[config.mk]
export PLATFORM = sky130hd
export DESIGN_NAME = stb_ctrl
export DESIGN_NICKNAME = d
export VERILOG_FILES = /design/src/rtl/core/stb_pkg.sv /design/src/rtl/core/stb_ctrl.sv
export SDC_FILE = /design/constraint.sdc
export NUM_CORES = 1
export LEC_CHECK = 0
export ABC_AREA = 0
export ABC_CLOCK_PERIOD_IN_PS = 1400
export BUFFER_PORTS_ARGS = -buffer_cell sky130_fd_sc_hd__clkbuf_2
export CORE_AREA = 2 2 39 41
export CTS_BUF_LIST = sky130_fd_sc_hd__clkbuf_8
export DETAILED_ROUTE_END_ITERATION = 16
export DIE_AREA = 0 0 41 43
export PLACE_DENSITY_LB_ADDON = 0.05
export SYNTH_ARGS = -nofsm -noshare
export SYNTH_HDL_FRONTEND = slang
export SYNTH_SLANG_ARGS = --single-unit
[constraint.sdc]
create_clock -name clk -period 1.4 [get_ports clk]
set_input_delay 0.07 -clock clk [delete_from_list [all_inputs] [get_ports clk]]
set_output_delay 0.07 -clock clk [all_outputs]
set_load 0.05 [all_outputs]
[src/rtl/core/stb_pkg.sv]
`timescale 1ns / 1ps
`default_nettype none
package stb_pkg;

  localparam int SIZE_W  = 11;
  localparam int TC_W    = 11;
  localparam int STAT_W  = 3;
  localparam int NUM_W   = 10;
  localparam int START_W = 14;
  localparam int CNT_W   = 11;
  localparam int TOTAL_W = 14;

  localparam logic [2:0] CMD_CLEAR = 3'd0;
  localparam logic [2:0] CMD_ADD   = 3'd1;
  localparam logic [2:0] CMD_BUILD = 3'd2;
  localparam logic [2:0] CMD_RANGE = 3'd3;
  localparam logic [2:0] CMD_ENTRY = 3'd4;

  localparam logic [2:0] ST_OK       = 3'd0;
  localparam logic [2:0] ST_FULL     = 3'd1;
  localparam logic [2:0] ST_OVERFLOW = 3'd2;
  localparam logic [2:0] ST_BAD_ADDR = 3'd3;
  localparam logic [2:0] ST_CULLED   = 3'd4;

  localparam logic [2:0] REG_WIDTH_ADDR  = 3'd0;
  localparam logic [2:0] REG_HEIGHT_ADDR = 3'd4;

  localparam int RECIP_SH = 20;

  typedef struct packed {
    logic [2:0]         command;
    logic signed [23:0] mid_x;
    logic signed [23:0] mid_y;
    logic signed [23:0] axis0_x;
    logic signed [23:0] axis0_y;
    logic signed [23:0] axis1_x;
    logic signed [23:0] axis1_y;
    logic [12:0]        address;
  } stb_in_t;

  typedef struct packed {
    logic [STAT_W-1:0]  status;
    logic [NUM_W-1:0]   splat_number;
    logic [START_W-1:0] range_start;
    logic [CNT_W-1:0]   range_count;
    logic [NUM_W-1:0]   list_entry;
    logic [TOTAL_W-1:0] total_entries;
  } stb_out_t;

  typedef struct packed {
    logic            valid;
    logic [TC_W-1:0] tx0;
    logic [TC_W-1:0] tx1;
    logic [TC_W-1:0] ty0;
    logic [TC_W-1:0] ty1;
  } stb_box_t;

  typedef struct packed {
    logic latch;
    logic add1;
    logic add2;
    logic add3;
    logic bset;
    logic tbegin;
    logic scan;
    logic tend;
    logic rd;
    logic emit;
  } stb_cmd_t;

  typedef struct packed {
    logic full;
    logic grid_zero;
    logic no_splats;
    logic s_last;
    logic t_last;
  } stb_stat_t;

endpackage
`default_nettype wire

[src/rtl/core/stb_ctrl.sv]
`timescale 1ns / 1ps
`default_nettype none
module stb_ctrl (
  input  wire logic              clk,
  input  wire logic              rst,
  input  wire logic              start,
  input  wire logic [2:0]        command,
  input  wire stb_pkg::stb_stat_t stat,
  output logic                   busy,
  output stb_pkg::stb_cmd_t      cmd
);

  localparam logic [3:0] S_IDLE   = 4'd0;
  localparam logic [3:0] S_DEC    = 4'd1;
  localparam logic [3:0] S_ADD1   = 4'd2;
  localparam logic [3:0] S_ADD2   = 4'd3;
  localparam logic [3:0] S_ADD3   = 4'd4;
  localparam logic [3:0] S_BSET   = 4'd5;
  localparam logic [3:0] S_BTILE  = 4'd6;
  localparam logic [3:0] S_BSCAN  = 4'd7;
  localparam logic [3:0] S_BDRAIN = 4'd8;
  localparam logic [3:0] S_BEND   = 4'd9;
  localparam logic [3:0] S_RD     = 4'd10;
  localparam logic [3:0] S_FIN    = 4'd11;

  logic [3:0] state, state_next;
  logic [2:0] op;

  always_ff @(posedge clk) begin
    if (rst) begin
      state <= S_IDLE;
      op    <= stb_pkg::CMD_CLEAR;
    end else begin
      state <= state_next;
      if (state == S_IDLE && start) begin
        op <= command;
      end
    end
  end

  assign busy = (state != S_IDLE);

  always_comb begin
    state_next = state;
    cmd        = '0;
    unique case (state)
      S_IDLE: begin
        if (start) begin
          cmd.latch  = 1'b1;
          state_next = S_DEC;
        end
      end
      S_DEC: begin
        unique case (op) inside
          stb_pkg::CMD_ADD:   state_next = stat.full ? S_FIN : S_ADD1;
          stb_pkg::CMD_BUILD: state_next = S_BSET;
          stb_pkg::CMD_RANGE,
          stb_pkg::CMD_ENTRY: state_next = S_RD;
          default:            state_next = S_FIN;
        endcase
      end
      S_ADD1: begin
        cmd.add1   = 1'b1;
        state_next = S_ADD2;
      end
      S_ADD2: begin
        cmd.add2   = 1'b1;
        state_next = S_ADD3;
      end
      S_ADD3: begin
        cmd.add3   = 1'b1;
        state_next = S_FIN;
      end
      S_BSET: begin
        cmd.bset   = 1'b1;
        state_next = stat.grid_zero ? S_FIN : S_BTILE;
      end
      S_BTILE: begin
        cmd.tbegin = 1'b1;
        state_next = stat.no_splats ? S_BEND : S_BSCAN;
      end
      S_BSCAN: begin
        cmd.scan = 1'b1;
        if (stat.s_last) begin
          state_next = S_BDRAIN;
        end
      end
      S_BDRAIN: state_next = S_BEND;
      S_BEND: begin
        cmd.tend   = 1'b1;
        state_next = stat.t_last ? S_FIN : S_BTILE;
      end
      S_RD: begin
        cmd.rd     = 1'b1;
        state_next = S_FIN;
      end
      S_FIN: begin
        cmd.emit   = 1'b1;
        state_next = S_IDLE;
      end
      default: state_next = S_IDLE;
    endcase
  end

endmodule
`default_nettype wire

-- Word-level counts from Yosys, hierarchy flattened
Cells that the tools add are included.
- output and inout port bits: 11
- input port bits: 11
- flip-flop bits (word level): 7
- logic and storage cells: 44
- muxes and demuxes: 19
- reduce and logical (&&, ||, !) cells: 6
- equal/unequal tests: 17
- operators with widths (operator ; count):
    $pmux 4 s10 ; 1
    $mux 4 ; 6
    $eq 4x3->1 const B ; 4
    $eq 4x4->1 const B ; 4
    $pmux 4 s3 ; 1
    $mux 1 ; 11
    $eq 4x2->1 const B ; 2
    $eq 3x2->1 const B ; 2
    $eq 4x1->1 const B ; 1
    $logic_not 4->1 ; 1
    $ne 2x2->1 const B ; 2
    $reduce_bool 4->1 ; 1
    $reduce_or 2->1 ; 2
    $eq 3x1->1 const B ; 1
    $eq 3x3->1 const B ; 1
    $reduce_and 2->1 ; 1
    $logic_and 1x1->1 ; 1

-- Logic depth before layout (Yosys ltp)
- depth in word-level cells: 4
- mapped depth: 5
- gate-level depth less buffers: 4

-- Worst setup path after synthesis
No wires, ideal clock.
- path kind: register -> output
- start point: register state[3]
- end point: output cmd[6] (netlist name)
- path buffers: 1
- stages on the path, launching flop included: 4
- data required time: 1.330 ns
- setup slack: -0.396 ns
- arrival: 1.726 ns
- cell sequence: dfxtp_1 buf_2 nand2b_1 nor3_1
- RTL lines (item ; RTL line ; RTL):
    start, declared ; stb_ctrl.sv:26 ; logic [3:0] state, state_next;
    start signal, assigned ; stb_ctrl.sv:34 ; state <= state_next;
    end, declared ; stb_ctrl.sv:10 ; output stb_pkg::stb_cmd_t cmd

==> results by group <==
Outcome
  – Outcome: finished clean

Placement
  – Final HPWL DP: 1200 um
  – Pre-CTS setup slack: -0.0622 ns
  – Buffers on Ports: 21
  – Placer Congestion: 0.797

Detailed routing
  – Final wirelength: 1570 um
  – Routed len/inst: ~12 um
  – DRC viols: 0
  – Routed Antenna Nets: 0
  – Drt via density: 5.24
  – Via count: 671
  – DRT iter0 DRCs: 9
  – TritonRoute pass-1 iters: 4

Clock network
  – CTS tree: built
  – Worst skew pair latency: 0.23 ns
  – H-tree levels: 1
  – Worst-path clk slew: 0.04 ns
  – CTS root buf: clkbuf_8
  – Clock sinks: 7
  – CTS max path bufs: 2
  – Num CTS Buffers: 3

Synthesis
  – Main flop type after synthesis: dfxtp_1
  – Seq/Total Area, Yosys: 25.2%
  – Post-Syn Instances: 78
  – Unique cell type count in the Yosys netlist: 31
  – Syn_nets: 89
  – Share of flip-flops with an asynchronous set or reset: 0%
  – Yosys reg bits: 7
  – Syn. warnings: 0
  – Syn Std Cell Area: 557 sq um
  – EDFF count, synth: 0
  – Synth Area per Inst: 7.14 sq um

Timing
  – Fmax: roughly 0.74 GHz
  – Final Cycle Share: 96.3%
  – Hold WS: about 0.079 ns
  – Actual slew at the worst max-slew pin: ~0.29 ns
  – Crit path time final: roughly 1.3 ns
  – Final Hold Fails: 0
  – Setup-failing EPs final: 0
  – Slew HR: roughly 80%
  – RSZ-0062 raised after global routing: yes
  – Final worst setup slack: 0.0521 ns
  – Slew Limit Fails: 0
  – Setup Skew: 0.00647 ns

Run
  – Max-cap violations: 0

Worst hold path
  – Startpoint of the worst hold path: command[1]
  – Hold WC Path Type: primary input to register
  – Hold path cells: 3
  – Worst Hold End: op[1]

Global route
  – Vias in the first global route: 617
  – Global-route wire length before repair: 2620 um
  – Global route total overflow: 0
  – GRT Util Overall: between 20% and 30%
  – Largest net degree at the start of global routing: 15
  – Initial antenna violation count: 0

Cells and area
  – N_diodes: 0
  – Most common cell after layout, fill and taps aside: buf_4
  – Layout cells sized above 1: 46.4%
  – Most frequent cells in the layout: buf_4, clkbuf_2, a21oi_1
  – Final core utilization: 66.4%
  – Nets: around 120
  – Area Overhead vs Synth: 64.9%

Setup path
  – R2r startpoint: state[3]
  – Cells on worst reg2reg path: 4
  – Crit-path cells: nand2b_1, buf_4, nor3_2, clkbuf_4
  – Crit path kind: register to output port
  – Crit path buf inv count: 2
  – Setup crit start kind: register
  – Reg2reg end: state[2]
  – Required time of the critical path: 1.33 ns
  – Slowest cell on the critical path: dfxtp_4
  – Max stage delay on crit path: 0.39 ns
  – Arrival time worst endpoint: 1.28 ns
  – R2R Setup Slk: 0.07 ns
  – CP max FO: 14
  – CP Capture Type: output port
  – CP delay by family, top: flip-flops

Floorplanning
  – Die area: around 1800 sq um
  – Die Height: around 43 um
  – Core Region: 1380 sq um
  – Die X: ~41 um
  – Row cnt: 14
  – I/O pin count: 22
  – Initial Util: 40.2%

Pwr
  – Static leakage: 0.000411 uW
  – PwrDens: 2520 nW/um^2
  – Peak VDD IR: roughly 1.4 mV
## cell families after synthesis
| kind of cell | after synthesis | synth area share, % |
|---|---|---|
| multiplexers | 3 | 5.62 |
| AND/OR/NAND/NOR | 38 | 37.5 |
| buffers and inverters | 9 | 7.42 |
| flip-flops | 7 | 25.2 |
| AO/OA/AOI/OAI | 21 | 24.3 |
## cells in the mapped netlist (all sizes together), types with 2 or more instances
master / instances / area (sq um)
buf: 4 / 22.5
nand3: 3 / 15.0
nor3: 3 / 15.0
o21ai: 5 / 25.0
nor2: 10 / 37.5
nand2: 6 / 22.5
dfxtp: 7 / 140
a211oi: 2 / 15.0
mux2i: 2 / 20.0
a21oi: 9 / 45.0
inv: 5 / 18.8
nand2b: 6 / 37.5
## worst min-delay path, cell delays in order
cell and delay [ns]:
clkbuf_2 0.08, nand3_1 0.05, a21oi_1 0.05
## where the power goes
group	internal (uW)	leakage (uW)	switching [uW]
Combinational	725	0.000324	826
Clock	190	0.0000269	86.6
Sequential	305	0.0000598	182
Total	1220	0.000411	1090
## worst max path at each step
stage / start / to / slack (ns) / cells past startpoint
finish: state[0] / cmd[8] / 0.05 / 4
global route: state[2] / cmd[9] / -0.04 / 4
CTS: state[3] / cmd[9] / -0.01 / 4
detailed placement: state[3] / state[2] / -0.06 / 4
global placement: state[3] / state[2] / -0.06 / 4
floorplan: state[3] / cmd[5] / -0.05 / 3
## metrics by stage
step,cell area [sq um],total power (uW),setup TNS (ns),std cells
finish,918,2310,0,128
global route,918,2490,-0.0778,128
CTS,867,2120,-0.0118,126
detailed placement,759,1730,-0.115,122
global placement,759,1730,-0.0981,122
floorplan,574,1330,-0.113,78
## flip-flops by register name, summed over array words and instances (netlist names)
register / count
state: 4
op: 3
## area by class of cell
cell class                      instances  area, sq um
Fill cell                             122          465
Sequential cell                         7          153
Clock inverter                          1         3.75
Clock buffer                            3         41.3
Tap cell                               16         20.0
Multi-Input combinational cell         62          418
Timing Repair Buffer                   34          264
Inverter                                5         18.8
## repair_timing
action | 4_1_cts | 5_1_grt
pin swaps | 1 | 2
setup endpoints to repair | 14 | 13
cloned | 0 | 0
hold buffers | 0 | 0
buffers inserted | 0 | 2
resized for setup | 18 | 21
## routing by layer
layer	global-route usage, %	wire length [um]
met5	0	0
met4	10.0	17
met3	4.71	71
met2	34.1	752
met1	27.7	728
Power figures use the tool's default switching activity.
